<file path="config.mk">
export PLATFORM = sky130hd
export DESIGN_NAME = peer_table_ttl_aging
export DESIGN_NICKNAME = d
export VERILOG_FILES = /design/src/hdl/ptta_pkg.sv /design/src/hdl/ptta_ctrl.sv /design/src/hdl/ptta_dp.sv /design/src/hdl/peer_table_ttl_aging.sv
export SDC_FILE = /design/constraint.sdc
export NUM_CORES = 1
export LEC_CHECK = 0
export ABC_CLOCK_PERIOD_IN_PS = 6600
export CORE_MARGIN = 5
export CORE_UTILIZATION = 57
export CTS_CLUSTER_DIAMETER = 200
export DETAILED_ROUTE_END_ITERATION = 8
export DONT_BUFFER_PORTS = 1
export GPL_TIMING_DRIVEN = 0
export PLACE_DENSITY_LB_ADDON = 0.3
export SLEW_MARGIN = 25
export SYNTH_ARGS = -nofsm -noshare
export SYNTH_HDL_FRONTEND = slang
export SYNTH_SLANG_ARGS = --single-unit
</file>
<file path="constraint.sdc">
create_clock -name clk_i -period 6.6 [get_ports clk_i]
set_clock_uncertainty 0.2 [all_clocks]
set_input_delay 0.99 -clock clk_i [delete_from_list [all_inputs] [get_ports clk_i]]
set_output_delay 0.99 -clock clk_i [all_outputs]
set_load 0.03 [all_outputs]
</file>
<file path="src/hdl/ptta_pkg.sv">
`default_nettype none

package ptta_pkg;

  // action codes of an input item; the unused code acts as a lookup
  typedef enum logic [1:0] {
    ACT_OBSERVE = 2'd0,
    ACT_TICK    = 2'd1,
    ACT_LOOKUP  = 2'd2
  } action_e;

  // result status codes
  localparam logic [2:0] ST_UPDATED   = 3'd0;
  localparam logic [2:0] ST_INSERTED  = 3'd1;
  localparam logic [2:0] ST_FULL      = 3'd2;
  localparam logic [2:0] ST_AGED      = 3'd3;
  localparam logic [2:0] ST_TICK_NOAGE = 3'd4;
  localparam logic [2:0] ST_TICK_SKIP = 3'd5;
  localparam logic [2:0] ST_FOUND     = 3'd6;
  localparam logic [2:0] ST_NOT_FOUND = 3'd7;

  // configuration register indexes
  localparam int unsigned CFG_IDX_W = 3;
  localparam int unsigned CFG_DATA_W = 8;
  localparam logic [CFG_IDX_W-1:0] CFG_AIRPLANE     = 3'd0;
  localparam logic [CFG_IDX_W-1:0] CFG_INITIAL_TTL  = 3'd1;
  localparam logic [CFG_IDX_W-1:0] CFG_MAX_TTL      = 3'd2;
  localparam logic [CFG_IDX_W-1:0] CFG_SPECIAL_CODE = 3'd3;
  localparam logic [CFG_IDX_W-1:0] CFG_UNSET_CODE   = 3'd4;

  typedef struct packed {
    logic       airplane;
    logic [7:0] initial_ttl;
    logic [7:0] max_ttl;
    logic [3:0] special_code;
    logic [3:0] unset_code;
  } cfg_t;

  typedef struct packed {
    logic [1:0]  action;
    logic [31:0] peer_id;
    logic [3:0]  cur_kind;
    logic [3:0]  base_kind;
    logic        fighting;
  } item_t;

  typedef struct packed {
    logic [2:0] status;
    logic [3:0] slot;
    logic [7:0] ttl;
    logic [3:0] cur_kind;
    logic [3:0] base_kind;
    logic       fighting;
    logic [4:0] elig;
    logic       special;
  } res_t;

  // controller to datapath
  typedef struct packed {
    logic start;
    logic scan;
    logic commit;
  } cmd_t;

  // datapath to controller
  typedef struct packed {
    logic scan_done;
  } sts_t;

endpackage

`default_nettype wire

</file>
<file path="src/hdl/ptta_ctrl.sv">
`default_nettype none

module ptta_ctrl (
  input  logic            clk_i,
  input  logic            rst_ni,
  input  logic            in_valid_i,
  input  logic            out_free_i,
  input  ptta_pkg::sts_t  sts_i,
  output ptta_pkg::cmd_t  cmd_o,
  output logic            idle_o
);
  import ptta_pkg::*;

  typedef enum logic [2:0] {
    S_IDLE = 3'b001,
    S_SCAN = 3'b010,
    S_DONE = 3'b100
  } state_e;

  state_e state_q, state_d;

  // next state and commands
  always_comb begin
    state_d = state_q;
    cmd_o   = '0;
    idle_o  = 1'b0;
    unique case (state_q)
      S_IDLE: begin
        idle_o = 1'b1;
        if (in_valid_i) begin
          cmd_o.start = 1'b1;
          state_d     = S_SCAN;
        end
      end
      S_SCAN: begin
        cmd_o.scan = 1'b1;
        if (sts_i.scan_done) begin
          state_d = S_DONE;
        end
      end
      S_DONE: begin
        if (out_free_i) begin
          cmd_o.commit = 1'b1;
          state_d      = S_IDLE;
        end
      end
      default: begin
        state_d = S_IDLE;
      end
    endcase
  end

  always_ff @(posedge clk_i or negedge rst_ni) begin
    if (!rst_ni) begin
      state_q <= S_IDLE;
    end else begin
      state_q <= state_d;
    end
  end

endmodule

`default_nettype wire

</file>
<file path="src/hdl/ptta_dp.sv">
`default_nettype none

module ptta_dp #(
  parameter int unsigned ENTRIES  = 16,
  parameter int unsigned ID_BITS  = 32,
  parameter int unsigned TTL_BITS = 8
) (
  input  logic            clk_i,
  input  logic            rst_ni,
  input  ptta_pkg::cmd_t  cmd_i,
  output ptta_pkg::sts_t  sts_o,
  input  ptta_pkg::item_t item_i,
  input  ptta_pkg::cfg_t  cfg_i,
  output ptta_pkg::res_t  res_o
);
  import ptta_pkg::*;

  localparam int unsigned IDX_W = (ENTRIES > 1) ? $clog2(ENTRIES) : 1;
  localparam int unsigned CNT_W = $clog2(ENTRIES + 1);

  typedef struct packed {
    logic [ID_BITS-1:0]  id;
    logic [TTL_BITS-1:0] life;
    logic [3:0]          cur_kind;
    logic [3:0]          base_kind;
    logic                fighting;
  } ent_t;

  // item and control registers
  item_t              item_q;
  logic               do_age_q;
  logic [2:0]         tick_status_q;
  logic               phase_q;
  logic [CNT_W-1:0]   cnt_q;
  logic               p_vld_q;
  logic [IDX_W-1:0]   p_idx_q;
  logic [ENTRIES-1:0] valid_q;
  logic               hit_q;
  logic               free_q;

  // scan results
  ent_t               rd_q;
  ent_t               hit_ent_q;
  logic [IDX_W-1:0]   hit_idx_q;
  logic [IDX_W-1:0]   free_idx_q;
  logic [CNT_W-1:0]   elig_q;
  logic [CNT_W-1:0]   spec_q;
  logic               old_elig_q;
  logic               old_spec_q;

  // entry store
  ent_t               mem_q [ENTRIES];

  logic                 scan_rd;
  logic [IDX_W-1:0]     rd_idx;
  logic                 is_obs;
  logic                 is_tick;
  logic [ID_BITS+31:0]  id_ext;
  logic [ID_BITS-1:0]   id_in;
  logic [TTL_BITS+7:0]  init_ext;
  logic [TTL_BITS+7:0]  max_ext;
  logic [TTL_BITS-1:0]  init_life;
  logic [TTL_BITS-1:0]  top_life;
  logic [TTL_BITS-1:0]  bump_life;
  logic                 v;
  logic                 kill;
  logic                 post_v;
  logic                 c_elig;
  logic                 c_spec;
  logic                 match;
  logic                 new_elig;
  logic                 new_spec;
  logic                 we;
  logic [IDX_W-1:0]     wa;
  ent_t                 wd;
  logic                 ins;

  assign scan_rd = cmd_i.scan && (cnt_q != CNT_W'(ENTRIES));
  assign rd_idx  = cnt_q[IDX_W-1:0];
  assign sts_o.scan_done = (cnt_q == CNT_W'(ENTRIES));

  assign is_obs  = (item_q.action == ACT_OBSERVE);
  assign is_tick = (item_q.action == ACT_TICK);

  // field widths of the table
  assign id_ext    = {{ID_BITS{1'b0}}, item_q.peer_id};
  assign id_in     = id_ext[ID_BITS-1:0];
  assign init_ext  = {{TTL_BITS{1'b0}}, cfg_i.initial_ttl};
  assign max_ext   = {{TTL_BITS{1'b0}}, cfg_i.max_ttl};
  assign init_life = init_ext[TTL_BITS-1:0];
  assign top_life  = max_ext[TTL_BITS-1:0];
  assign bump_life = ((hit_ent_q.life < top_life) && (hit_ent_q.life != '1))
                     ? hit_ent_q.life + TTL_BITS'(1) : hit_ent_q.life;

  // per entry evaluation of the scanned word
  assign v      = valid_q[p_idx_q];
  assign kill   = (rd_q.life <= TTL_BITS'(1));
  assign post_v = do_age_q ? (v && !kill) : v;
  assign c_elig = post_v && !rd_q.fighting && (rd_q.base_kind != cfg_i.unset_code);
  assign c_spec = post_v && (rd_q.cur_kind == cfg_i.special_code);
  assign match  = v && (rd_q.id == id_in);

  // contribution of the observed peer
  assign new_elig = !item_q.fighting && (item_q.base_kind != cfg_i.unset_code);
  assign new_spec = (item_q.cur_kind == cfg_i.special_code);

  assign ins = cmd_i.commit && is_obs && !hit_q && free_q;

  // store write port: commit of an observe or aging write-back
  always_comb begin
    we = 1'b0;
    wa = p_idx_q;
    wd = rd_q;
    if (cmd_i.commit && is_obs && (hit_q || free_q)) begin
      we           = 1'b1;
      wa           = hit_q ? hit_idx_q : free_idx_q;
      wd.id        = id_in;
      wd.life      = hit_q ? bump_life : init_life;
      wd.cur_kind  = item_q.cur_kind;
      wd.base_kind = item_q.base_kind;
      wd.fighting  = item_q.fighting;
    end else if (p_vld_q && do_age_q && v && !kill) begin
      we      = 1'b1;
      wd.life = rd_q.life - TTL_BITS'(1);
    end
  end

  always_ff @(posedge clk_i) begin
    if (we) begin
      mem_q[wa] <= wd;
    end
    if (scan_rd) begin
      rd_q <= mem_q[rd_idx];
    end
  end

  // control state
  always_ff @(posedge clk_i or negedge rst_ni) begin
    if (!rst_ni) begin
      phase_q <= 1'b0;
      cnt_q   <= '0;
      p_vld_q <= 1'b0;
      valid_q <= '0;
      hit_q   <= 1'b0;
      free_q  <= 1'b0;
    end else begin
      if (cmd_i.start) begin
        cnt_q   <= '0;
        p_vld_q <= 1'b0;
        hit_q   <= 1'b0;
        free_q  <= 1'b0;
        if ((item_i.action == ACT_TICK) && !cfg_i.airplane) begin
          phase_q <= ~phase_q;
        end
      end else begin
        p_vld_q <= scan_rd;
        if (scan_rd) begin
          cnt_q <= cnt_q + CNT_W'(1);
        end
      end
      if (p_vld_q) begin
        if (match && !hit_q) begin
          hit_q <= 1'b1;
        end
        if (!v && !free_q) begin
          free_q <= 1'b1;
        end
        if (do_age_q && v && kill) begin
          valid_q[p_idx_q] <= 1'b0;
        end
      end
      if (ins) begin
        valid_q[free_idx_q] <= 1'b1;
      end
    end
  end

  // item capture and scan accumulation
  always_ff @(posedge clk_i) begin
    if (cmd_i.start) begin
      item_q   <= item_i;
      do_age_q <= (item_i.action == ACT_TICK) && !cfg_i.airplane && phase_q;
      if (cfg_i.airplane) begin
        tick_status_q <= ST_TICK_SKIP;
      end else if (phase_q) begin
        tick_status_q <= ST_AGED;
      end else begin
        tick_status_q <= ST_TICK_NOAGE;
      end
      elig_q <= '0;
      spec_q <= '0;
    end
    if (scan_rd) begin
      p_idx_q <= rd_idx;
    end
    if (p_vld_q) begin
      elig_q <= elig_q + CNT_W'(c_elig);
      spec_q <= spec_q + CNT_W'(c_spec);
      if (match && !hit_q) begin
        hit_idx_q  <= p_idx_q;
        hit_ent_q  <= rd_q;
        old_elig_q <= c_elig;
        old_spec_q <= c_spec;
      end
      if (!v && !free_q) begin
        free_idx_q <= p_idx_q;
      end
    end
  end

  // result assembly
  logic [CNT_W:0]      elig_fin;
  logic [CNT_W:0]      spec_fin;
  logic [CNT_W+5:0]    elig_ext;
  logic [IDX_W+3:0]    slot_ext;
  logic [TTL_BITS+7:0] ttl_ext;
  logic [IDX_W-1:0]    res_idx;
  logic [TTL_BITS-1:0] res_life;
  logic                show_ent;

  always_comb begin
    elig_fin = {1'b0, elig_q};
    spec_fin = {1'b0, spec_q};
    res_idx  = hit_idx_q;
    res_life = hit_ent_q.life;
    show_ent = 1'b0;
    res_o    = '0;
    if (is_obs) begin
      if (hit_q) begin
        res_o.status = ST_UPDATED;
        elig_fin = {1'b0, elig_q} + (CNT_W+1)'(new_elig) - (CNT_W+1)'(old_elig_q);
        spec_fin = {1'b0, spec_q} + (CNT_W+1)'(new_spec) - (CNT_W+1)'(old_spec_q);
        res_life = bump_life;
        show_ent = 1'b1;
      end else if (free_q) begin
        res_o.status = ST_INSERTED;
        elig_fin = {1'b0, elig_q} + (CNT_W+1)'(new_elig);
        spec_fin = {1'b0, spec_q} + (CNT_W+1)'(new_spec);
        res_idx  = free_idx_q;
        res_life = init_life;
        show_ent = 1'b1;
      end else begin
        res_o.status = ST_FULL;
      end
    end else if (is_tick) begin
      res_o.status = tick_status_q;
    end else begin
      res_o.status = hit_q ? ST_FOUND : ST_NOT_FOUND;
      show_ent     = hit_q;
    end
    slot_ext = {4'b0, res_idx};
    ttl_ext  = {8'b0, res_life};
    elig_ext = {5'b0, elig_fin};
    if (show_ent) begin
      res_o.slot = slot_ext[3:0];
      res_o.ttl  = ttl_ext[7:0];
      if (is_obs) begin
        res_o.cur_kind  = item_q.cur_kind;
        res_o.base_kind = item_q.base_kind;
        res_o.fighting  = item_q.fighting;
      end else begin
        res_o.cur_kind  = hit_ent_q.cur_kind;
        res_o.base_kind = hit_ent_q.base_kind;
        res_o.fighting  = hit_ent_q.fighting;
      end
    end
    res_o.elig    = (elig_ext > (CNT_W+6)'(31)) ? 5'd31 : elig_ext[4:0];
    res_o.special = (spec_fin != '0);
  end

endmodule

`default_nettype wire

</file>
<file path="src/hdl/peer_table_ttl_aging.sv">
// an item scans all entries; its result is committed once the output is free
// the input stalls until the result is committed; the scan reads one entry
//   per cycle over the single read port of the entry store
// a finished result waits in the output register while the next item scans
// reset: all entries invalid, aging phase zero, registers at their defaults
`default_nettype none

module peer_table_ttl_aging #(
  parameter int unsigned ENTRIES  = 16,
  parameter int unsigned ID_BITS  = 32,
  parameter int unsigned TTL_BITS = 8
) (
  input  logic                               clk_i,
  input  logic                               rst_ni,
  input  logic                               cfg_valid_i,
  output logic                               cfg_ready_o,
  input  logic [ptta_pkg::CFG_IDX_W-1:0]     cfg_index_i,
  input  logic [ptta_pkg::CFG_DATA_W-1:0]    cfg_data_i,
  input  logic                               in_valid_i,
  output logic                               in_stall_o,
  input  logic [1:0]                         action_i,
  input  logic [31:0]                        peer_id_i,
  input  logic [3:0]                         current_kind_i,
  input  logic [3:0]                         base_kind_i,
  input  logic                               fighting_i,
  output logic                               out_valid_o,
  input  logic                               out_stall_i,
  output logic [2:0]                         status_o,
  output logic [3:0]                         slot_o,
  output logic [7:0]                         entry_ttl_o,
  output logic [3:0]                         found_current_kind_o,
  output logic [3:0]                         found_base_kind_o,
  output logic                               found_fighting_o,
  output logic [4:0]                         eligible_count_o,
  output logic                               special_nearby_o
);
  import ptta_pkg::*;

  cfg_t  cfg_q;
  item_t item;
  cmd_t  cmd;
  sts_t  sts;
  res_t  res;
  res_t  res_q;
  logic  out_valid_q;
  logic  out_free;
  logic  idle;

  // configuration registers
  assign cfg_ready_o = 1'b1;

  always_ff @(posedge clk_i or negedge rst_ni) begin
    if (!rst_ni) begin
      cfg_q.airplane     <= 1'b0;
      cfg_q.initial_ttl  <= 8'd4;
      cfg_q.max_ttl      <= 8'd8;
      cfg_q.special_code <= 4'd1;
      cfg_q.unset_code   <= 4'd0;
    end else if (cfg_valid_i && cfg_ready_o) begin
      unique case (cfg_index_i)
        CFG_AIRPLANE:     cfg_q.airplane     <= cfg_data_i[0];
        CFG_INITIAL_TTL:  cfg_q.initial_ttl  <= cfg_data_i;
        CFG_MAX_TTL:      cfg_q.max_ttl      <= cfg_data_i;
        CFG_SPECIAL_CODE: cfg_q.special_code <= cfg_data_i[3:0];
        CFG_UNSET_CODE:   cfg_q.unset_code   <= cfg_data_i[3:0];
        default: begin
        end
      endcase
    end
  end

  // input item
  assign item.action    = action_i;
  assign item.peer_id   = peer_id_i;
  assign item.cur_kind  = current_kind_i;
  assign item.base_kind = base_kind_i;
  assign item.fighting  = fighting_i;
  assign in_stall_o     = ~idle;

  assign out_free = ~out_valid_q | ~out_stall_i;

  ptta_ctrl u_ctrl (
    .clk_i      (clk_i),
    .rst_ni     (rst_ni),
    .in_valid_i (in_valid_i),
    .out_free_i (out_free),
    .sts_i      (sts),
    .cmd_o      (cmd),
    .idle_o     (idle)
  );

  ptta_dp #(
    .ENTRIES  (ENTRIES),
    .ID_BITS  (ID_BITS),
    .TTL_BITS (TTL_BITS)
  ) u_dp (
    .clk_i  (clk_i),
    .rst_ni (rst_ni),
    .cmd_i  (cmd),
    .sts_o  (sts),
    .item_i (item),
    .cfg_i  (cfg_q),
    .res_o  (res)
  );

  // output register
  always_ff @(posedge clk_i or negedge rst_ni) begin
    if (!rst_ni) begin
      out_valid_q <= 1'b0;
    end else if (cmd.commit) begin
      out_valid_q <= 1'b1;
    end else if (!out_stall_i) begin
      out_valid_q <= 1'b0;
    end
  end

  always_ff @(posedge clk_i) begin
    if (cmd.commit) begin
      res_q <= res;
    end
  end

  assign out_valid_o          = out_valid_q;
  assign status_o             = res_q.status;
  assign slot_o               = res_q.slot;
  assign entry_ttl_o          = res_q.ttl;
  assign found_current_kind_o = res_q.cur_kind;
  assign found_base_kind_o    = res_q.base_kind;
  assign found_fighting_o     = res_q.fighting;
  assign eligible_count_o     = res_q.elig;
  assign special_nearby_o     = res_q.special;

endmodule

`default_nettype wire

</file>
==> results, run 1 <==
- The signal on the critical path passes through clkbuf_1 -> clkbuf_1 -> clkbuf_1 -> inv_1 -> ha_1 -> nand2_1 -> nor3_1 -> nor3_4 -> buf_6 -> nand4_1 -> xor2_1 -> nor2_1.
- The worst hold path belongs to the class input pin to flop.
- Max-cap violations in this run came to 0.
- In this run, synthesis produced a sequential element count of 1005.
- The core utilization of the finished layout is 65.8%.
- The number of clock sinks is ~1000.
- The total global-route track usage is 25.9%.
- Once detail routing completed, the nets flagged for antenna violations numbered 0.
- For the worst setup path, the data required time is 6.98 ns.
- For this run, the number of Yosys warnings is 0.
- The reported leakage power is 14.8 nW.
- The number of gates resized after CTS is 0.
- The via count of the first global-routing pass is 21200.
- In the final routed layout, each cell accounts on average for 29.7 um.
- The data arrival at the endpoint of the critical path is 4.98 ns.
- The maximum number of pins on one net before global-route repair is 55.
- The routed design has 97000 um of wire.
- VDD sags by at most 271 uV.
- Port buffering added 0 buffers.
- The number of pins with negative max-slew slack in the final report is 0.
- The reg-to-reg startpoint is u_dp.cnt_q[1]$_DFFE_PN0P_.
- The worst setup path is of the flop to flop kind.
- After filler insertion, the fill cell instance count of the layout stands at 4457.
- Once detailed placement completed, the half-perimeter wirelength came to 63300 um.
- For this run, design rule violations remaining after detail routing come to 0.
- The dominant cell type by count on the critical path is sky130_fd_sc_hd__clkbuf_1.
- The worst-path cell with the longest stage delay is sky130_fd_sc_hd__clkbuf_1.
- 92 I/O pins were placed.
- The prevailing post-synth register cell is sky130_fd_sc_hd__edfxtp_1.
- The area growth from synthesis to layout is 14.9%.
- Sequential elements use 74.8% of the synthesized area.
- The vertical extent of the die is 275 um.
- Summing over every cut layer, the via total after detailed routing is around 21000.
- The effective utilization at floorplan is 57.3%.
- The power density normalized to cell area is 355 nW/um^2.
- In this run the most critical hold path is launched from out_stall_i.
- The mapped netlist covers around 40000 sq um.
- The clock tree from TritonCTS is yes.
- The net count of the finished layout is between 2000 and 2500.
- The number of iterations in the first detailed-routing pass is 6.
- The count of final setup violators is 0.
- The first global-routing pass estimated about 140000 um of wire.
- The clock tree synthesis step divided the H-tree into 3 levels.
- The highest net fanout along the worst path is 11.
- The net count after synthesis is 2111.
- The transition time at the pin with the least slew margin is 1.04 ns.
- The final hold violation count was 0.
- The critical path's largest stage delay is 0.74 ns.
- The number of antenna violations at the first check in global routing is 0.
- STA classifies the critical path startpoint as a flop.
- The fmax is between 0.2 and 0.25 GHz.
- Setup repair after global routing left no endpoint under its margin.
- The critical path capture point type is a flop.
- CTS placed an instance of sky130_fd_sc_hd__clkbuf_16 at the clock tree root.
- For this run the aggregate overflow at the end of global routing stands at 0.
- Counting flops with an async set or reset pin after synthesis yields a share of under 10%.
- The vias per cell is 6.45.
- The final period demand of the worst path is 4.60 ns.
- The later pin in the worst-skew pair is clocked with a latency of 0.67 ns.
- The number of buffers on the longest clock path is 3.
- Measured against its own limit, the worst slew margin works out to a little under a third.
- In this run, distinct cell masters in the synthesized netlist total 64.
- The sum of internal, switching and leakage power is 16.3 mW.
- The first element of the critical path is u_dp.cnt_q[1]$_DFFE_PN0P_.
- Counting the buffers created by CTS gives 100.
- Synthesis produced 2028 cells.
- The run finished with clean final reports.
- Dividing the synthesized area by the synthesized cell count gives around 20 sq um.
- Cells with a size suffix above 1 make up around a quarter of the layout.
- In this run the standard cell core region covers 69800 sq um.
- The die covers 75500 sq um.
- The final weighted congestion in routability-driven placement is 0.875.
- The standard-cell row count is 97.
- The count of flip-flops with a built-in enable after synthesis is 951.
- For this block, the initial DRC count from the detailed router was 2910.
- Measured along the x axis, the die boundary spans 275 um.
- Clock-pin slew was measured on the worst setup and hold paths at 0.06 ns.
- After layout, the worst path uses 69.7% of the clock period.
-- Yosys cell counts (6+ instances only) --
cell type                  instances  area, sq um
sky130_fd_sc_hd__mux2i_1          13          130
sky130_fd_sc_hd__xor2_1           33          289
sky130_fd_sc_hd__mux2_2           23          259
sky130_fd_sc_hd__a21oi_1          25          125
sky130_fd_sc_hd__nor3_1           25          125
sky130_fd_sc_hd__and2_1           13         81.3
sky130_fd_sc_hd__a22o_1            6         52.6
sky130_fd_sc_hd__ha_1             24          300
sky130_fd_sc_hd__xnor2_1          46          403
sky130_fd_sc_hd__nor2b_1           7         43.8
sky130_fd_sc_hd__nand2b_1         10         62.6
sky130_fd_sc_hd__clkbuf_1         66          248
sky130_fd_sc_hd__o21ai_0          51          255
sky130_fd_sc_hd__or2_2             7         43.8
sky130_fd_sc_hd__nand4_1          16          100
sky130_fd_sc_hd__edfxtp_1        951        28600
sky130_fd_sc_hd__a21o_1            8         60.1
sky130_fd_sc_hd__dfrtp_1          50         1250
sky130_fd_sc_hd__a211oi_1          6         45.0
sky130_fd_sc_hd__buf_2            11         55.1
sky130_fd_sc_hd__buf_1            12         45.0
sky130_fd_sc_hd__nand3_1          20          100
sky130_fd_sc_hd__nand2_1         200          751
sky130_fd_sc_hd__nor2_1           55          206
sky130_fd_sc_hd__inv_1            23         86.3
sky130_fd_sc_hd__mux4_2          249         5610
-- power breakdown --
part / internal, mW / switching, mW / total, mW
Combinational: 1.31 / 1.74 / 3.05
Sequential: 7.57 / 0.213 / 7.78
Clock: 3.08 / 2.38 / 5.46
Total: 12.0 / 4.33 / 16.3
-- timing repair --
action	CTS	global route
buffers inserted	0	0
hold buffers	2	0
endpoints found under the hold margin	54	0
-- cell type report --
cell class / count / area [sq um] / share of cell area, %
sequential: 1005 / 29900 / 65.1
multi-input combinational: 908 / 9770 / 21.3
clock buffer: 124 / 2600 / 5.66
timing repair buffer: 117 / 1460 / 3.17
tap: 940 / 1180 / 2.56
clock inverter: 59 / 536 / 1.17
buffer: 92 / 394 / 0.858
inverter: 23 / 88.8 / 0.193
antenna: 1 / 2.50 / 0.00545
-- final timing paths --
kind | slack [ns] | depth (start not counted) | end
max in group asynchronous | 5.20 | 2 | cfg_q[11]$_DFFE_PN1P_
max reg2reg | 2.00 | 12 | u_dp.cnt_q[3]$_DFFE_PN0P_
min in group asynchronous | 0.68 | 2 | cfg_q[2]$_DFFE_PN0P_
min | 0.21 | 1 | u_ctrl.state_q[0]$_DFFE_PN1P_
min reg2reg | 0.30 | 0 | u_dp.free_idx_q[1]$_DFFE_PP_
max | 2.00 | 12 | u_dp.cnt_q[3]$_DFFE_PN0P_
-- logic make-up after synthesis --
kind of cell,after synthesis,share of synthesized area (%)
flops,1005,74.8
buf+inv,115,1.15
simple gates,378,4.27
mux,285,15.0
xor+xnor,79,1.73
other cells,1,0.00938
compound gates,141,2.24
fa+ha+maj,24,0.751
-- layer usage --
layer	vias up	track usage, %	part of all wire [%]
li1	8649	-	-
met1	10900	36.4	37
met2	1349	42.5	50
met3	195	5.27	10
met4	0	7.05	3.1
met5	-	0	0
-- flip-flops by register name, indices dropped and copies added, names as in the netlist, 3 cells and up --
register              cells
cfg_q                    25
eligible_count_o          5
entry_ttl_o               8
found_base_kind_o         4
found_current_kind_o      4
slot_o                    4
status_o                  3
u_ctrl.state_q            3
u_dp.cnt_q                5
u_dp.elig_q               5
u_dp.free_idx_q           4
u_dp.hit_ent_q           17
u_dp.hit_idx_q            4
u_dp.id_in               32
u_dp.item_q              11
u_dp.mem_q              784
u_dp.p_idx_q              4
u_dp.rd_q                49
u_dp.spec_q               5
u_dp.tick_status_q        3
u_dp.valid_q             16
-- critical path: cells and delay by family (launching register included) --
kind	cells	cell delay, ns
buf+inv	5	2.39
simple gates	5	0.94
flops	1	0.51
fa+ha+maj	1	0.24
xor+xnor	1	0.20
-- through the flow --
step                TNS (ns)  cells  hold WS [ns]  area [sq um]  worst slack, ns
floorplan                  0   2028         0.223         40000            0.582
global placement    -2438.26   2968         0.263         41100            -4.74
detailed placement         0   3082         0.268         42700             2.06
CTS                        0   3267         0.180         45900             2.02
global route               0   3268         0.185         45900             1.84
finish                     0   3269         0.207         45900             2.00
-- placed cells by master (no fill, tap or decap), types with 15 or more instances in the layout --
cell type	instances
sky130_fd_sc_hd__clkinv_1	20
sky130_fd_sc_hd__mux2_2	23
sky130_fd_sc_hd__clkinv_2	21
sky130_fd_sc_hd__nand4_1	16
sky130_fd_sc_hd__buf_4	67
sky130_fd_sc_hd__nor2_1	47
sky130_fd_sc_hd__buf_16	16
sky130_fd_sc_hd__dfrtp_1	50
sky130_fd_sc_hd__buf_2	16
sky130_fd_sc_hd__nor3_1	15
sky130_fd_sc_hd__nand2_1	200
sky130_fd_sc_hd__xor2_1	33
sky130_fd_sc_hd__o21ai_0	50
sky130_fd_sc_hd__mux4_2	249
sky130_fd_sc_hd__nand3_1	20
sky130_fd_sc_hd__ha_1	24
sky130_fd_sc_hd__xnor2_1	46
sky130_fd_sc_hd__inv_1	21
sky130_fd_sc_hd__clkbuf_1	83
sky130_fd_sc_hd__a21oi_1	24
sky130_fd_sc_hd__edfxtp_1	951
sky130_fd_sc_hd__clkbuf_16	100
sky130_fd_sc_hd__buf_6	18
Power figures use the tool's default switching activity.
==> run 2: changes to the inputs <==
--- a/config.mk
+++ b/config.mk
@@ -5,9 +5,9 @@
 export SDC_FILE = /design/constraint.sdc
 export NUM_CORES = 1
 export LEC_CHECK = 0
-export ABC_CLOCK_PERIOD_IN_PS = 6600
+export ABC_CLOCK_PERIOD_IN_PS = 4260
 export CORE_MARGIN = 5
-export CORE_UTILIZATION = 57
+export CORE_UTILIZATION = 60
 export CTS_CLUSTER_DIAMETER = 200
 export DETAILED_ROUTE_END_ITERATION = 8
 export DONT_BUFFER_PORTS = 1
==> constraint.sdc (replaced) <==
create_clock -name clk_i -period 4.26 [get_ports clk_i]
set_clock_uncertainty 0.2 [all_clocks]
set_input_delay 0.639 -clock clk_i [delete_from_list [all_inputs] [get_ports clk_i]]
set_output_delay 0.639 -clock clk_i [all_outputs]
set_load 0.03 [all_outputs]
==> results, run 2 (same netlist as run 1, synthesis figures left out) <==
- The worst setup path is of the flop to flop kind.
- The power density normalized to cell area is 543 nW/um^2.
- The number of max-cap violations is 0.
- Counting buffers and inverters, the worst setup path is 12 cells deep.
- The final hold violation count is 0.
- The effective utilization at floorplan is 60.7%.
- The switching portion of total power is between 20% and 30%.
- Traced cell by cell, the critical path runs through clkbuf_1 -> clkbuf_2 -> clkbuf_2 -> inv_1 -> ha_1 -> nand2_1 -> nor3_1 -> nor3_4 -> buf_8 -> nand4_1 -> xor2_1 -> nor2_1.
- The number of buffers on the longest clock path is 3.
- Cells fill 70.3% of the core in the end.
- The worst reg2reg path depth is 12.
- The number of pins with negative max-slew slack in the final report is 0.
- For this run, the top clock speed supported by timing is 0.241 GHz.
- VDD sags by at most 371 uV.
- The most frequent standard cell in the layout excluding fill and tap cells is sky130_fd_sc_hd__edfxtp_1.
- The fraction of layout cells with a size suffix above 1 is about a quarter.
- The sequential share of power is ~48%.
- Among the stages of the critical path, the cell type that occurs most often is sky130_fd_sc_hd__clkbuf_2.
- The worst endpoint required time is 4.63 ns.
- In this run the static leakage power is 14.9 nW.
- For the pin with the worst max-slew slack, the measured transition is 1.04 ns.
- Combinational cells account for 19.0% of the total power.
- CTS saw 1005 sinks.
- Dividing the detail-routed wire length by the instance count gives 30.4 um.
- The maximum number of pins on one net before global-route repair is 55.
- The min-delay analysis places its worst path in the category input pin to flop.
- The reg-to-reg endpoint is u_dp.cnt_q[3]$_DFFE_PN0P_.
- The critical path capture point type is a flop.
- The die area is 71900 sq um.
- The flip-flop count of the largest register, all copies and words added is 784.
- Following the worst setup path forward leads to its endpoint at u_dp.cnt_q[3]$_DFFE_PN0P_.
- The first element of the critical path is u_dp.cnt_q[1]$_DFFE_PN0P_.
- On the final layout, the worst hold slack is between 0.01 and 0.015 ns.
- Routability-driven placement finished with a final weighted congestion of 0.879.
- Buffers placed on the I/O ports in this run total 0.
- The total overflow left after global routing is 0.
- The floorplan step defined a core boundary enclosing around 66000 sq um.
- The data arrival at the endpoint of the critical path is 4.51 ns.
- Setup slack on the worst reg-to-reg path comes out at 0.12 ns.
- The remaining max-slew budget at the tightest pin is 30.9%.
- The later pin in the worst-skew pair is clocked with a latency of 0.67 ns.
- The aggregate routed wire length is 97400 um.
- The run finished with clean final reports.
- In this run the worst path has a maximum fanout of 14.
- The count of final setup violators is 0.
- Leaving out fill and tap cells, the most frequent cells in the layout are sky130_fd_sc_hd__edfxtp_1, sky130_fd_sc_hd__mux4_2, sky130_fd_sc_hd__nand2_1, sky130_fd_sc_hd__clkbuf_16, sky130_fd_sc_hd__clkbuf_1.
- The final period demand of the worst path is 4.14 ns.
- The worst path uses 97.2% of the clock period.
- The number of nets in the layout is 2346.
- The cell class contributing the biggest share of worst-path delay is buffers and inverters.
- The number of nets with antenna violations after detailed routing is 0.
- The post-route worst setup slack is about 0.12 ns.
- Pin placement for this block handled 92 I/O pins.
- The critical path contains buffers and inverters numbering 5 combined.
- Including well taps, the total number of placed cells is between 2000 and 3000.
- The number of iterations in the first detailed-routing pass is 6.
- The clock tree synthesis step divided the H-tree into 3 levels.
- The DRC violation count after routing is 0.
- At the placement stage, the worst setup path has a slack of -0.314 ns.
- In this run the critical register-to-register path is launched from u_dp.cnt_q[1]$_DFFE_PN0P_.
- The tree is rooted in a sky130_fd_sc_hd__clkbuf_16.
- Global routing consumed, over all layers together, 27.4% of the routing resources.
- The number of antenna violations at the first check in global routing is 1.
- The overall die width is 268 um.
- The critical path's largest stage delay is between 0.5 and 0.6 ns.
- The vertical extent of the die is approximately 270 um.
- Row generation in the floorplan step produced 94 rows.
- The via count of the first global-routing pass is approximately 22000.
- Setup repair after global routing left no endpoint under its margin.
- Ranked by flip-flop count, first place goes to u_dp.mem_q.
- The iteration-0 DRC count of the detailed router is 2821.
- The clock tree from TritonCTS is yes.
- The internal power of the cells totals 18.5 mW.
- The total via count in the routed design is 21300.
- Dividing the detail-routed via count by the number of cells gives 6.65.
- In this run, CTS created clock tree buffers numbering between 90 and 100.
- The share of total power dissipated in the clock network is 33.0%.
- The critical path startpoint category is a flop.
- For this design the total switching power over the nets is 6.65 mW.
- The number of non-filler instances in the completed layout is 3204.
- The CTS clock-pin slew for the worst setup and hold paths is 0.06 ns.
- Relative to the synthesized area, the layout overhead comes to 15.9%.
- The wire-length estimate of the detail-placed layout is roughly 63000 um.
- The worst-path cell with the longest stage delay is sky130_fd_sc_hd__nor3_4.
- The first global-routing pass estimated 142000 um of wire.
-- run 2: cell count changes in the layout (fill, tap and decap cells not counted), moves of 7 or more --
cell                            before  now
sky130_fd_sc_hd__nor3_4              2   10
sky130_fd_sc_hd__buf_16             16   24
sky130_fd_sc_hd__buf_8               7   23
sky130_fd_sc_hd__buf_12             11    4
sky130_fd_sc_hd__clkinv_2           21   14
sky130_fd_sc_hd__nor3_2              9    1
sky130_fd_sc_hd__buf_4              67   14
sky130_fd_sc_hd__dlygate4sd3_1       1   53
-- run 2: routing by layer --
layer,share of wire [%],GRT usage (%)
met5,0,0
met4,4.1,9.35
met3,9.1,4.74
met2,51,46.1
met1,36,37.1
-- run 2: layout make-up --
cell class / count / area [sq um]
inverter: 23 / 88.8
sequential: 1005 / 29900
clock buffer: 125 / 2630
antenna: 1 / 2.50
clock inverter: 49 / 434
buffer: 91 / 392
multi-input combinational: 908 / 9840
timing repair buffer: 138 / 1950
tap: 864 / 1080
fill: 3812 / 19500
-- run 2: how the worst min path moves through the flow --
stage | from | endpoint | depth (start not counted)
CTS | in_valid_i | u_ctrl.state_q[0]$_DFFE_PN1P_ | 3
floorplan | rst_ni | cfg_q[0]$_DFFE_PN0P_ | 0
global route | cfg_index_i[0] | cfg_q[11]$_DFFE_PN1P_ | 3
detailed placement | rst_ni | cfg_q[0]$_DFFE_PN0P_ | 0
global placement | rst_ni | cfg_q[1]$_DFFE_PN0P_ | 0
finish | cfg_index_i[0] | cfg_q[11]$_DFFE_PN1P_ | 3
-- run 2: tightest hold or removal path: cells and delay by family --
family             cells  cell delay [ns]
AOI/OAI and AO/OA      1             0.07
and+or+nand+nor        2             0.14
-- run 2: what timing repair did --
item | CTS | global route
resized for setup | 4 | 2
setup buffers | 4 | 2
hold buffers | 54 | 0
endpoints found under the hold margin | 124 | 0
pin swaps | 3 | 1
endpoints found under the setup margin | 111 | 323
-- run 2: through the flow --
| stage | power, mW | cell area (sq um) | TNS [ns] |
|---|---|---|---|
| floorplan | 15.3 | 40000 | -157.04 |
| global placement | 16.6 | 41100 | -2812.03 |
| detailed placement | 16.9 | 42600 | -15.72 |
| CTS | 25.2 | 46300 | 0 |
| global route | 26.0 | 46300 | 0 |
| finish | 25.1 | 46300 | 0 |
-- run 2: power groups by stage --
stage	Clock, mW	Combinational (mW)	Sequential, mW
5_1_grt	8.85	5.10	12.1
4_1_cts	8.39	4.78	12.0
2_1_floorplan	0	3.21	12.1
3_3_place_gp	0	4.34	12.3
6_report	8.31	4.79	12.1
3_5_place_dp	0	4.66	12.2
==> run 3: changes to the inputs <==
--- a/config.mk
+++ b/config.mk
@@ -6,12 +6,13 @@
 export NUM_CORES = 1
 export LEC_CHECK = 0
 export ABC_CLOCK_PERIOD_IN_PS = 4260
+export CAP_MARGIN = 30
 export CORE_MARGIN = 5
 export CORE_UTILIZATION = 60
-export CTS_CLUSTER_DIAMETER = 200
+export CTS_CLUSTER_DIAMETER = 50
 export DETAILED_ROUTE_END_ITERATION = 8
 export DONT_BUFFER_PORTS = 1
-export GPL_TIMING_DRIVEN = 0
+export GPL_TIMING_DRIVEN = 1
 export PLACE_DENSITY_LB_ADDON = 0.3
 export SLEW_MARGIN = 25
 export SYNTH_ARGS = -nofsm -noshare
==> results, run 3 (same netlist as run 1, synthesis figures left out) <==
- The floorplan step defined a die boundary enclosing 71900 sq um.
- Clock-pin slew was measured on the worst setup and hold paths at 0.06 ns.
- The cts-stage hold buffer count is 54.
- Detailed placement finished with a half-perimeter wire length of 49900 um.
- The congestion estimate from routability-driven global placement came to 0.885.
- The maximum number of pins on one net before global-route repair is 86.
- The critical path buffer and inverter count is 1.
- The final layout contains routed wiring with a total length of 90700 um.
- The number of antenna violations at the first check in global routing is 1.
- The library cell used most frequently in the layout, excluding fill and tap cells, is sky130_fd_sc_hd__edfxtp_1.
- After floorplanning, the core was divided into 94 placement rows.
- In this design, the largest share of critical-path delay is due to simple AND/OR/NAND/NOR gates.
- After detailed routing, the met2 layer carries 46200 um of wire.
- The part of the total power dissipated in the clock network is around 36%.
- The transition time at the pin with the least slew margin is between 0.9 and 1 ns.
- The signal on the critical path passes through nor3b_1 -> nand4_1 -> mux2i_1 -> nor2_1 -> nand2_1 -> nor2_4 -> buf_4.
- The switching portion of total power is 25.7%.
- For hold timing, the worst endpoint is cfg_q[24]$_DFFE_PN0P_.
- Based on the critical path, the design can be clocked at up to 0.256 GHz.
- The count of buffers added on input and output ports is 0.
- The critical path capture point type is a flop.
- The reg-to-reg endpoint is u_dp.mem_q[3][44]$_DFFE_PP_.
- The final clock period utilization by the worst path is 91.6%.
- The power density normalized to cell area is 566 nW/um^2.
- The CTS root buffer is sky130_fd_sc_hd__clkbuf_16.
- The data arrival at the endpoint of the critical path is 4.03 ns.
- Summed over all layers, the global routing overflow is 0.
- Gates resized during post-CTS repair numbered 0.
- The number of pins with negative max-slew slack in the final report is 0.
- The count of final setup violators is 0.
- During I/O placement, the number of pins put on the boundary was 92.
- The H-tree was split into 3 levels.
- The via count of the first global-routing pass is 20800.
- The number of buffers on the longest clock path is 3.
- The first global-routing pass estimated 136000 um of wire.
- The reg-to-reg startpoint is u_ctrl.state_q[2]$_DFFE_PN0P_.
- The total global-route track usage is 25.6%.
- The path class of the tightest hold or removal check is input pin to flop.
- The placeable core area is ~66000 sq um.
- In the layout the commonest cells are sky130_fd_sc_hd__edfxtp_1, sky130_fd_sc_hd__mux4_2, sky130_fd_sc_hd__nand2_1, sky130_fd_sc_hd__clkbuf_16, sky130_fd_sc_hd__dlygate4sd3_1.
- The run finished with clean final reports.
- The count of cells along the worst hold path is 2.
- The count of nets left with antenna violations once routing finished came out at 0.
- Once the floorplan was initialized, standard cells occupied 60.7% of the core.
- The vertical extent of the die is 268 um.
- The DRC violation count after routing is 0.
- The flip-flop count of the largest register, all copies and words added is between 700 and 800.
- The post-route worst setup slack is between 0.3 and 0.4 ns.
- The final period demand of the worst path is slightly below 4 ns.
- The startpoint of the lowest-slack hold path is cfg_index_i[0].
- The highest net fanout along the worst path is 30.
- Across the run, the number of max-cap violations was 0.
- The diode insertion count for antenna repair is 0.
- The worst reg2reg path depth is 7.
- The number of clock sinks is 1005.
- VDD sags by at most 496 uV.
- The critical path startpoint category is a flop.
- The final layout contains 2239 nets.
- The portion of total power attributed to combinational logic is 17.1%.
- The net switching power is 6.64 mW.
- The vias per cell is 6.53.
- STA puts the critical path data required time at 4.38 ns.
- The internal portion of the total power is around 19 mW.
- The critical path's largest stage delay is 0.96 ns.
- From synthesis to final layout, the design area changed by 14.0%.
- The total via count in the routed design is just over 20000.
- Headroom to the max-slew limit came out at 32.2%.
- The routed length on met3 is approximately 8100 um.
- The final hold violation count is 0.
- The detailed-routing wirelength on met1 is 34200 um.
- TritonCTS built the clock tree.
- The worst setup slack for register-to-register paths is between 0.3 and 0.4 ns.
- Timing analysis after detailed placement gives a worst setup slack of 0.476 ns.
- The worst-path cell with the longest stage delay is sky130_fd_sc_hd__mux2i_1.
- The top routing layer in use is met5.
- The die is ~270 um wide.
- Clock latency on the worst-skew pair, taken at its later pin, is approximately 0.67 ns.
- The most flop-heavy register is u_dp.mem_q.
- The setup path with the least slack is of type flop to flop.
- After detailed routing, the average wire length per cell comes to 29.2 um.
- Setup repair after global routing left no endpoint under its margin.
- The completed layout was analyzed and its total power is ~26 mW.
- The reported leakage power is 14.5 nW.
- The sequential share of power is 47.2%.
- The first detailed-routing pass ran for 6 iterations.
- TritonCTS created 102 clock buffers.
- The post-route netlist has between 20% and 30% of its cells at a drive strength greater than 1.
- The count of buffers added by post-CTS timing repair for setup is 0.
- The iteration-0 DRC count of the detailed router is 2744.
## run 3: cell types whose count changed in the layout (fill, tap and decap cells not counted), sizes merged
cell	previous run	this run
buf	107	62
bufinv	6	15
clkbuf	194	121
clkinv	37	43
clkinvlp	3	6
diode	1	0
inv	26	31
## run 3: layout make-up
type,count,area [sq um]
clock buffers,120,2660
clock inverters,72,827
fillers,3909,20300
inverters,23,86.3
multi-input cells,908,9800
flip-flops and latches,1005,29900
well taps,864,1080
repair buffers,116,1170
## run 3: worst max path at each step
stage / from / endpoint / slack (ns) / cells past startpoint
floorplan: u_dp.p_idx_q[3]$_DFFE_PP_ / u_dp.mem_q[3][0]$_DFFE_PP_ / -0.28 / 7
global placement: u_ctrl.state_q[2]$_DFFE_PN0P_ / u_dp.mem_q[12][30]$_DFFE_PP_ / 0.53 / 6
detailed placement: u_ctrl.state_q[2]$_DFFE_PN0P_ / u_dp.mem_q[3][30]$_DFFE_PP_ / 0.48 / 7
CTS: u_ctrl.state_q[2]$_DFFE_PN0P_ / u_dp.mem_q[3][37]$_DFFE_PP_ / 0.40 / 7
global route: u_ctrl.state_q[2]$_DFFE_PN0P_ / u_dp.mem_q[3][44]$_DFFE_PP_ / 0.12 / 7
finish: u_ctrl.state_q[2]$_DFFE_PN0P_ / u_dp.mem_q[3][44]$_DFFE_PP_ / 0.36 / 7
## run 3: through the flow
step	cells	hold WS, ns	TNS [ns]	instance area [sq um]	utilization [%]
floorplan	2028	0.143	-157.04	40000	-
global placement	2859	0.145	0	41400	62.9
detailed placement	2859	0.145	0	41500	62.9
CTS	3105	0.0237	0	45500	69.1
global route	3108	0.0357	0	45600	69.2
finish	3108	0.0524	0	45600	69.2
## run 3: power groups by stage
stage / combinational, mW / sequential, mW / clock (mW)
after floorplan: 3.21 / 12.1 / 0
after global placement: 4.23 / 12.3 / 0
after detailed placement: 4.33 / 12.4 / 0
after CTS: 4.45 / 12.2 / 9.31
after global routing: 4.73 / 12.2 / 9.78
final: 4.40 / 12.2 / 9.20
## run 3: per-layer routing
metal	up-vias	global-route usage, %
met5	-	0
met2	1180	42.9
met3	156	4.99
met1	10500	35.8
li1	8469	-
met4	2	6.43
